### src/hdl/sfdp_pkg.sv
package sfdp_pkg;

    // Frame layout
    localparam int unsigned PosW       = 4;
    localparam logic [3:0]  FrameLen   = 4'd15;
    localparam logic [3:0]  FieldFirst = 4'd2;
    localparam logic [3:0]  FieldLast  = 4'd9;

    // Widths of the scan state and the result
    localparam int unsigned AccW  = 27;
    localparam int unsigned MantW = 28;
    localparam int unsigned FracW = 3;
    localparam logic [2:0]  FracMax = 3'd7;

    // Characters of interest
    localparam logic [7:0] ChMinus   = 8'h2D;
    localparam logic [7:0] ChPlus    = 8'h2B;
    localparam logic [7:0] ChPoint   = 8'h2E;
    localparam logic [7:0] ChNewline = 8'h0A;
    localparam logic [7:0] ChSpace   = 8'h20;
    localparam logic [7:0] ChTab     = 8'h09;
    localparam logic [7:0] ChCr      = 8'h0D;
    localparam logic [7:0] ChZero    = 8'h30;
    localparam logic [7:0] ChNine    = 8'h39;

    // One decoded weight
    typedef struct packed {
        logic signed [MantW-1:0] mantissa;
        logic [FracW-1:0]        frac;
        logic                    valid;
    } result_t;

endpackage

### src/hdl/sfdp_scan.sv
module sfdp_scan (
    input  logic                clk,
    input  logic                rst_n,
    input  logic                take,
    input  logic [7:0]          char_in,
    output logic                res_fire,
    output sfdp_pkg::result_t   res
);

    logic [sfdp_pkg::PosW-1:0]  pos_reg, pos_next;
    logic                       hdr_neg_reg, hdr_neg_next;
    logic                       fld_neg_reg, fld_neg_next;
    logic [sfdp_pkg::AccW-1:0]  acc_reg, acc_next;
    logic [sfdp_pkg::FracW-1:0] frac_reg, frac_next;
    logic                       point_reg, point_next;
    logic                       digit_reg, digit_next;
    logic                       started_reg, started_next;
    logic                       stopped_reg, stopped_next;

    logic [sfdp_pkg::PosW-1:0]  pos;
    logic [sfdp_pkg::PosW-1:0]  pos_inc;
    logic                       is_digit;
    logic                       is_space;
    logic                       take_digit;
    logic [sfdp_pkg::AccW-1:0]  acc_x10;
    logic [sfdp_pkg::MantW-1:0] mag;
    logic                       neg;

    assign is_digit = (char_in >= sfdp_pkg::ChZero) && (char_in <= sfdp_pkg::ChNine);
    assign is_space = (char_in == sfdp_pkg::ChSpace)
                   || ((char_in >= sfdp_pkg::ChTab) && (char_in <= sfdp_pkg::ChCr));

    // Multiply by ten as two shifts and an add, then add the digit
    assign acc_x10 = sfdp_pkg::AccW'((acc_reg << 3) + (acc_reg << 1))
                   + sfdp_pkg::AccW'(char_in[3:0]);

    // Next scan state for the current character
    always_comb
    begin
        pos          = (pos_reg >= sfdp_pkg::FrameLen) ? '0 : pos_reg;
        hdr_neg_next = hdr_neg_reg;
        fld_neg_next = fld_neg_reg;
        point_next   = point_reg;
        started_next = started_reg;
        stopped_next = stopped_reg;
        take_digit   = 1'b0;

        if (pos == '0)
        begin
            hdr_neg_next = (char_in == sfdp_pkg::ChMinus);
            fld_neg_next = 1'b0;
            point_next   = 1'b0;
            started_next = 1'b0;
            stopped_next = 1'b0;
        end
        else if ((pos >= sfdp_pkg::FieldFirst) && (pos <= sfdp_pkg::FieldLast)
                 && !stopped_reg)
        begin
            if (!started_reg)
            begin
                if (!is_space)
                begin
                    started_next = 1'b1;
                    if ((char_in == sfdp_pkg::ChPlus) || (char_in == sfdp_pkg::ChMinus))
                        fld_neg_next = (char_in == sfdp_pkg::ChMinus);
                    else if (is_digit)
                        take_digit = 1'b1;
                    else if (char_in == sfdp_pkg::ChPoint)
                        point_next = 1'b1;
                    else
                        stopped_next = 1'b1;
                end
            end
            else
            begin
                if (is_digit)
                    take_digit = 1'b1;
                else if ((char_in == sfdp_pkg::ChPoint) && !point_reg)
                    point_next = 1'b1;
                else
                    stopped_next = 1'b1;
            end
        end

        // Accumulate a digit, count it after the point
        if (pos == '0)
        begin
            acc_next   = '0;
            digit_next = 1'b0;
            frac_next  = '0;
        end
        else if (take_digit)
        begin
            acc_next   = acc_x10;
            digit_next = 1'b1;
            frac_next  = (point_reg && (frac_reg < sfdp_pkg::FracMax))
                       ? frac_reg + 1'b1 : frac_reg;
        end
        else
        begin
            acc_next   = acc_reg;
            digit_next = digit_reg;
            frac_next  = frac_reg;
        end

        // Advance the frame position, close on the last byte, drop on newline
        pos_inc  = pos + 1'b1;
        res_fire = (pos_inc == sfdp_pkg::FrameLen);
        pos_next = res_fire ? '0 : pos_inc;
        if (char_in == sfdp_pkg::ChNewline)
            pos_next = '0;
    end

    // Form the signed result from the updated state
    assign mag = {1'b0, acc_next};
    assign neg = hdr_neg_next ^ fld_neg_next;

    always_comb
    begin
        if (digit_next)
        begin
            res.mantissa = neg ? $signed(-mag) : $signed(mag);
            res.frac     = frac_next;
            res.valid    = 1'b1;
        end
        else
        begin
            res.mantissa = '0;
            res.frac     = '0;
            res.valid    = 1'b0;
        end
    end

    // Hold scan state, update on each processed character
    always_ff @(posedge clk or negedge rst_n)
    begin
        if (!rst_n)
        begin
            pos_reg     <= '0;
            hdr_neg_reg <= 1'b0;
            fld_neg_reg <= 1'b0;
            acc_reg     <= '0;
            frac_reg    <= '0;
            point_reg   <= 1'b0;
            digit_reg   <= 1'b0;
            started_reg <= 1'b0;
            stopped_reg <= 1'b0;
        end
        else if (take)
        begin
            pos_reg     <= pos_next;
            hdr_neg_reg <= hdr_neg_next;
            fld_neg_reg <= fld_neg_next;
            acc_reg     <= acc_next;
            frac_reg    <= frac_next;
            point_reg   <= point_next;
            digit_reg   <= digit_next;
            started_reg <= started_next;
            stopped_reg <= stopped_next;
        end
    end

endmodule

### src/hdl/scale_frame_decimal_parser_unit.sv
// Weight frame parser: takes one received ASCII character per transaction and
// assembles 15-byte frames (2 header bytes, 8 numeric text bytes, 3 unit bytes,
// 2 terminator bytes); a newline restarts the frame at any point. Each completed
// frame yields one transaction carrying the signed mantissa, the number of digits
// after the point and a valid flag (0 when the numeric field held no digit).
// A character is accepted every cycle while no result waits at the output; it
// is held in the input register and scanned on its way into the result register,
// so a frame's result is registered as its fifteenth character leaves the input
// register. Throughput is set by the single scan step between the two registers,
// one character per cycle, and stalls only while a result waits at the output.
module scale_frame_decimal_parser_unit (
    input  logic               clk,
    input  logic               rst_n,
    input  logic               in_valid,
    output logic               in_ready,
    input  logic [7:0]         rx_byte,
    output logic               out_valid,
    input  logic               out_ready,
    output logic signed [27:0] weight_mantissa,
    output logic [2:0]         fraction_digits,
    output logic               weight_valid
);

    logic               in_valid_reg;
    logic [7:0]         char_reg;
    logic               out_valid_reg;
    sfdp_pkg::result_t  res_reg;
    logic               advance;
    logic               take;
    logic               res_fire;
    sfdp_pkg::result_t  res;

    // Move the held character on when the result register can take a result
    assign advance  = !out_valid_reg || out_ready;
    assign take     = in_valid_reg && advance;
    assign in_ready = !in_valid_reg || advance;

    // Hold the incoming character
    always_ff @(posedge clk or negedge rst_n)
    begin
        if (!rst_n)
            in_valid_reg <= 1'b0;
        else if (in_ready)
            in_valid_reg <= in_valid;
    end

    always_ff @(posedge clk)
    begin
        if (in_ready && in_valid)
            char_reg <= rx_byte;
    end

    sfdp_scan u_scan (
        .clk      (clk),
        .rst_n    (rst_n),
        .take     (take),
        .char_in  (char_reg),
        .res_fire (res_fire),
        .res      (res)
    );

    // Result register, drop on output transaction
    always_ff @(posedge clk or negedge rst_n)
    begin
        if (!rst_n)
            out_valid_reg <= 1'b0;
        else if (take && res_fire)
            out_valid_reg <= 1'b1;
        else if (out_ready)
            out_valid_reg <= 1'b0;
    end

    always_ff @(posedge clk)
    begin
        if (take && res_fire)
            res_reg <= res;
    end

    assign out_valid       = out_valid_reg;
    assign weight_mantissa = res_reg.mantissa;
    assign fraction_digits = res_reg.frac;
    assign weight_valid    = res_reg.valid;

endmodule

### config.mk
export PLATFORM = sky130hd
export DESIGN_NAME = scale_frame_decimal_parser_unit
export DESIGN_NICKNAME = d
export VERILOG_FILES = /design/src/hdl/sfdp_pkg.sv /design/src/hdl/sfdp_scan.sv /design/src/hdl/scale_frame_decimal_parser_unit.sv
export SDC_FILE = /design/constraint.sdc
export NUM_CORES = 1
export LEC_CHECK = 0
export ABC_AREA = 1
export BUFFER_PORTS_ARGS = -buffer_cell sky130_fd_sc_hd__buf_2
export CAP_MARGIN = 5
export CORE_ASPECT_RATIO = 1.25
export CORE_MARGIN = 8
export CORE_UTILIZATION = 35
export CTS_CLUSTER_SIZE = 30
export DETAILED_ROUTE_END_ITERATION = 8
export PLACE_DENSITY = 0.48
export SLEW_MARGIN = 20
export SYNTH_ARGS = -nofsm -noshare
export SYNTH_HDL_FRONTEND = slang
export SYNTH_SLANG_ARGS = --single-unit
### constraint.sdc
create_clock -name clk -period 4.11 [get_ports clk]
set_input_delay 0.822 -clock clk [delete_from_list [all_inputs] [get_ports clk]]
set_output_delay 0.822 -clock clk [all_outputs]
set_load 0.1 [all_outputs]
==> run summary, run 1 <==
status: finished, final reports clean
Worst R2R End: weight_mantissa[25]
#FFs+latches synth: 82
htree depth: 3
largest net degree at the start of global routing: 62
Syn Area/Cell: 6.83 um2
R2R cell count: 20
Required @ worst endpoint: 4.22 ns
Rel. slew slack: 0.408
crit path from: char_reg[2]
setup ws final: 0.613 ns
max_cap viols: 0
Yosys warnings: 0
Worst-Margin Slew: 0.889 ns
total power: 4.75 mW
Synth async-reset ratio: 0.512
Skew-Pair Late Insertion Delay: 0.35 ns
max FFs per register: 28
Post-synth top cells: 310 x nand2_1, 141 x inv_1, 109 x nor2_1
register area share after synthesis: 0.330
global-route usage over all layers: 0.162
Main synth FF type: dfrtp_1
Synth cell types: 46
Syn Nets: 1066
Syn Inst Count: 999
Ports: 46
die width: 141 um
Worst Skew: 0.0139 ns
TNS Setup: 0 ns
dpl hpwl: 14900 um
Initial Utilization: 0.354
IO Port Bufs: 45
unrepaired setup endpoints after global routing: no
vias in the first global route: 6288
Hold WC Path Type: in2async
CP Class: reg2reg
Synth area leader: edfxtp_1
share of cells above drive strength 1: 0.100
final hold violations: 0
P&R area growth vs syn: 10.7%
number of diodes: 0
drt via density: 4.90
first-pass GRT wire length: 31300 um
Yosys top cell area share: 0.176
routed len/inst: 14.7 um
CTS Root Cell: clkbuf_16
antenna viol nets, final: 0
total routed wirelength: 18900 um
Residual DRC: 0
GRT overflow: 0
Iter 0 DRT Violations: 414
Final Max Tran Viols: 0
Rows: 57
# fillers: 2124
Lkg Pwr: 3.79 nW
CTS tree: done
maximum clock rate: 286 MHz
First-pass DRT Iterations: 5
Post-synth EDFFs: 40
maximum VDD drop: 284 uV
dpl ws: 0.610 ns
initial antenna violation count: 0
cts-stage hold buffer count: 0
# setup viols final: 0
Die Height: 172 um
via count: 6282
fin crit period: 3.50 ns
CP endpoint kind: flip-flop
Core Box Area: 19300 um2
CP max FO: 6
Final Wtd Congestion: 0.818
final net count: 1108
Critical Path AT: 3.61 ns
Worst setup SP type: flip-flop
Sink Count: 82
Period Utilization, post-route: 0.851
post-CTS resize count: 0
pwr dens: 629 nW/um2
top-count cell post-synth: nand2_1
Area contributors post-synth: edfxtp_1 18%, nand2_1 17%, dfrtp_1 15%
area of the die: 24200 um2
FF-to-FF setup slack: 0.61 ns
Clock Pin Slew Worst Setup and Hold Paths: 0.07 ns
buffer count from post-CTS setup fixing: 0
clock buffer count from CTS: 9
Reg2Reg Launch Point: char_reg[2]
Synth Cell Area: 6820 um2
CTS max path bufs: 2
-- worst max-delay path by stage --
stage | slack [ns] | to
3_3_place_gp | 0.66 | weight_mantissa[25]
5_1_grt | 0.30 | weight_mantissa[25]
3_5_place_dp | 0.61 | weight_mantissa[20]
2_1_floorplan | 0.68 | fraction_digits[0]
6_report | 0.61 | weight_mantissa[25]
4_1_cts | 0.60 | weight_mantissa[20]
-- power breakdown --
part / internal (mW) / leakage (nW) / switching [mW]
Clock: 0.417 / 0.127 / 0.370
Sequential: 1.02 / 0.930 / 0.164
Combinational: 0.885 / 2.73 / 1.90
-- worst max-delay path: stages (launching register included) --
cell and delay (ns):
edfxtp_1 0.44, ha_1 0.32, ha_1 0.25, inv_1 0.08, fa_1 0.42, inv_1 0.16, nand3_1 0.08, nand2_1 0.10
nand3_1 0.10, nand3_1 0.13, nand2_1 0.09, nand3_1 0.07, nand3_1 0.10, nand2_1 0.23, nand2_1 0.11, nor2_1 0.15
nand2_1 0.09, nand2_1 0.09, nand4_1 0.10, nand2_1 0.07, nor2_1 0.06
-- layer usage --
layer	track usage	part of all wire
met5	0	0
met4	0.0524	0.017
met3	0.0191	0.023
met2	0.320	0.55
met1	0.176	0.41
-- per-stage QoR --
step	utilization	hold WS (ns)	std cells	cell area [um2]
CTS	0.392	0.351	1282	7550
floorplan	-	0.454	999	6820
detailed placement	0.378	0.482	1266	7270
global placement	0.378	0.473	1266	7270
finish	0.392	0.350	1282	7550
global route	0.392	0.359	1282	7550
-- cell families after synthesis --
kind of cell,after synthesis,share of synthesized area
compound gates,122,0.100
xor+xnor,9,0.0143
fa+ha+maj,55,0.103
buf+inv,172,0.102
flops,82,0.330
simple gates,559,0.350
-- area by class of cell --
type,count,area (um2),area share
sequential,82,2250,0.298
inverter,150,563,0.0746
clock buffer,10,229,0.0303
tap,236,295,0.0391
multi-input combinational,745,3880,0.513
clock inverter,6,51.3,0.00679
timing repair buffer,53,285,0.0378
-- placed cells by master (no fill, tap or decap), types with 19 or more instances in the layout --
| master | instances |
|---|---|
| nand2_1 | 310 |
| inv_1 | 140 |
| nor2_1 | 108 |
| nand3_1 | 77 |
| ha_1 | 53 |
| o21ai_0 | 50 |
| buf_2 | 45 |
| dfrtp_1 | 42 |
| a21oi_1 | 40 |
| edfxtp_1 | 40 |
| nand4_1 | 19 |
No activity file was read; power rests on OpenSTA's default activity.
==> run 2, diff against run 1 <==
REMOVE_ABC_BUFFERS = 1   (was default)
SETUP_SLACK_MARGIN = 0.5   (was default)
SLEW_MARGIN = 15   (was 20)
==> run 2 against run 1 <==
  * First-iteration DRC count shrank 29%
  * Routed wire length grew 0.89%
  * Total power grew 0.90%
  * Sequential share of layout area shrank 0.30 points
  * Critical endpoint is now weight_mantissa[26]
  * Largest power group unchanged
==> run summary, run 2 (synthesis gave the netlist of run 1 again) <==
status: finished, final reports clean
max FFs per register: 28 (unchanged)
CP max FO: 4 (-2)
crit path from: char_reg[3]
pwr dens: 628 nW/um2 (-0.16%)
die width: 141 um (unchanged)
most frequent cells in the layout: 306 x nand2_1, 139 x inv_1, 106 x nor2_1, 74 x nand3_1, 51 x ha_1
area of the die: 24200 um2 (unchanged)
dpl ws: 0.595 ns (-0.0145 ns)
largest net degree at the start of global routing: 48 (-23%)
GRT overflow: 0 (unchanged)
vias in the first global route: 6315 (+0.43%)
Gate power share: 0.589 (+0.003)
fin util: 0.396 (+0.00416)
TNS Setup: 0 ns (unchanged)
first-pass GRT wire length: 31400 um (+0.53%)
Die Height: 172 um (unchanged)
final net count: 1112 (+0.36%)
Rows: 57 (unchanged)
Internal: 2.34 mW (+1.0%)
cts-stage hold buffer count: 0 (unchanged)
Final Max Tran Viols: 0 (unchanged)
Residual DRC: 0 (unchanged)
max_cap viols: 0 (unchanged)
P&R area growth vs syn: 11.9%
Critical Path Sink: weight_mantissa[26]
# fillers: 2117 (-0.33%)
R2R cell count: 19 (-5.0%)
htree depth: 3 (unchanged)
Period Utilization, post-route: 0.816 (-0.0345)
register share of total power: 0.246 (-0.002)
First-pass DRT Iterations: 5 (unchanged)
Worst R2R End: weight_mantissa[26]
FF-to-FF setup slack: 0.75 ns (+0.14 ns)
Worst-Margin Slew: 0.627 ns (-0.262 ns)
maximum clock rate: 298 MHz (+4.2%)
routed len/inst: 14.8 um (+0.57%)
Ports: 46 (unchanged)
Worst setup SP type: flip-flop
Final Wtd Congestion: 0.836 (+2.1%)
Core Box Area: 19300 um2 (unchanged)
dpl hpwl: 15100 um (+1.5%)
CTS Root Cell: clkbuf_16
commonest non-fill, non-tap cell in the layout: nand2_1
clock share of power: 0.165 (about the same)
sw frac: 0.512 (-0.000674)
Rel. slew slack: 0.582 (+0.175)
Hold WC Path Type: in2async
Reg2Reg Launch Point: char_reg[3]
Critical Path AT: 3.46 ns (-0.15 ns)
CP endpoint kind: flip-flop
Worst Skew: 0.00973 ns (-0.00415 ns)
maximum VDD drop: 315 uV (+11%)
Skew-Pair Late Insertion Delay: 0.35 ns (about the same)
total routed wirelength: 19000 um (+0.89%)
final instance area: 7630 um2 (+1.1%)
via count: 6262 (-0.32%)
Iter 0 DRT Violations: 292 (-29%)
unrepaired setup endpoints after global routing: yes
Required @ worst endpoint: 4.21 ns (about the same)
share of cells above drive strength 1: 0.119 (+0.0187)
CTS tree: done
number of diodes: 0 (unchanged)
Clock Pin Slew Worst Setup and Hold Paths: 0.07 ns (about the same)
Placement Cell Area: 7280 um2 (+0.17%)
fin crit period: 3.36 ns (-0.142 ns)
Initial Utilization: 0.354 (unchanged)
hold_ws: 0.481 ns (+0.131 ns)
CP Class: reg2reg
Lkg Pwr: 3.82 nW (+0.78%)
initial antenna violation count: 0 (unchanged)
final hold violations: 0 (unchanged)
setup ws final: 0.755 ns (+0.142 ns)
Sink Count: 82 (unchanged)
Net Sw Power: 2.45 mW (+0.77%)
IO Port Bufs: 45 (unchanged)
# setup viols final: 0 (unchanged)
global-route usage over all layers: 0.163 (+0.00117)
clock buffer count from CTS: 9 (unchanged)
CTS max path bufs: 2 (unchanged)
antenna viol nets, final: 0 (unchanged)
drt via density: 4.87 (-0.63%)
## run 2: cell count changes in the layout (fill, tap and decap cells not counted), moves of 2 or more
cell / before / now
clkinvlp_4: 3 / 1
nand2_1: 310 / 306
nand2_2: 6 / 10
clkinv_2: 0 / 3
ha_2: 0 / 2
nor2_1: 108 / 106
nand3_1: 77 / 74
buf_4: 8 / 12
nand3_2: 4 / 7
ha_1: 53 / 51
## run 2: critical path, cell delays in order (launching register included)
cell and delay, ns:
edfxtp_1 0.40, inv_2 0.08, fa_1 0.60, inv_1 0.06, ha_1 0.32, nand3_1 0.10, nand2_1 0.14, nand2_1 0.06
nand2_1 0.15, nand4_1 0.12, nand3_1 0.15, nand2_1 0.08, nor2_2 0.19, inv_1 0.12, nor2_2 0.16, nand2_1 0.09
nand2_1 0.11, nand3_1 0.09, nand2_1 0.06, nor2_1 0.04
## run 2: worst min path at each step
stage,endpoint,slack (ns)
final,u_scan.acc_reg[21],0.48
after global routing,u_scan.acc_reg[21],0.53
after CTS,u_scan.acc_reg[19],0.50
after detailed placement,u_scan.acc_reg[26],0.49
after global placement,u_scan.acc_reg[26],0.48
after floorplan,u_scan.acc_reg[26],0.45
## run 2: area by class of cell
cell class	instances	area (um2)	area share
clock inverter	7	51.3	0.00672
clock buffer	9	225	0.0295
timing repair buffer	57	315	0.0413
multi-input combinational	745	3930	0.515
inverter	150	563	0.0738
sequential	82	2250	0.295
tap	236	295	0.0387
## run 2: layer usage
| metal | GRT usage | wire length [um] | up-vias |
|---|---|---|---|
| met3 | 0.0204 | 329 | 26 |
| li1 | - | - | 3325 |
| met2 | 0.318 | 10100 | 74 |
| met5 | 0 | 0 | - |
| met1 | 0.176 | 8030 | 2837 |
| met4 | 0.0632 | 516 | 0 |
## run 2: metrics by stage
stage	power, mW	std cells
finish	4.79	1286
global route	5.28	1286
CTS	4.80	1283
detailed placement	3.99	1267
global placement	4.00	1267
floorplan	3.26	977
## run 2: repair_timing
| item | in CTS | in global routing |
|---|---|---|
| buffers inserted | 0 | 3 |
| setup endpoints to repair | 0 | 23 |
| resized for setup | 0 | 16 |
## run 2: power by group through the flow
stage | logic, mW | clock network [mW] | registers [mW]
finish | 2.82 | 0.790 | 1.18
global route | 3.23 | 0.840 | 1.20
CTS | 2.81 | 0.809 | 1.18
detailed placement | 2.80 | 0 | 1.20
global placement | 2.80 | 0 | 1.20
floorplan | 2.03 | 0 | 1.22
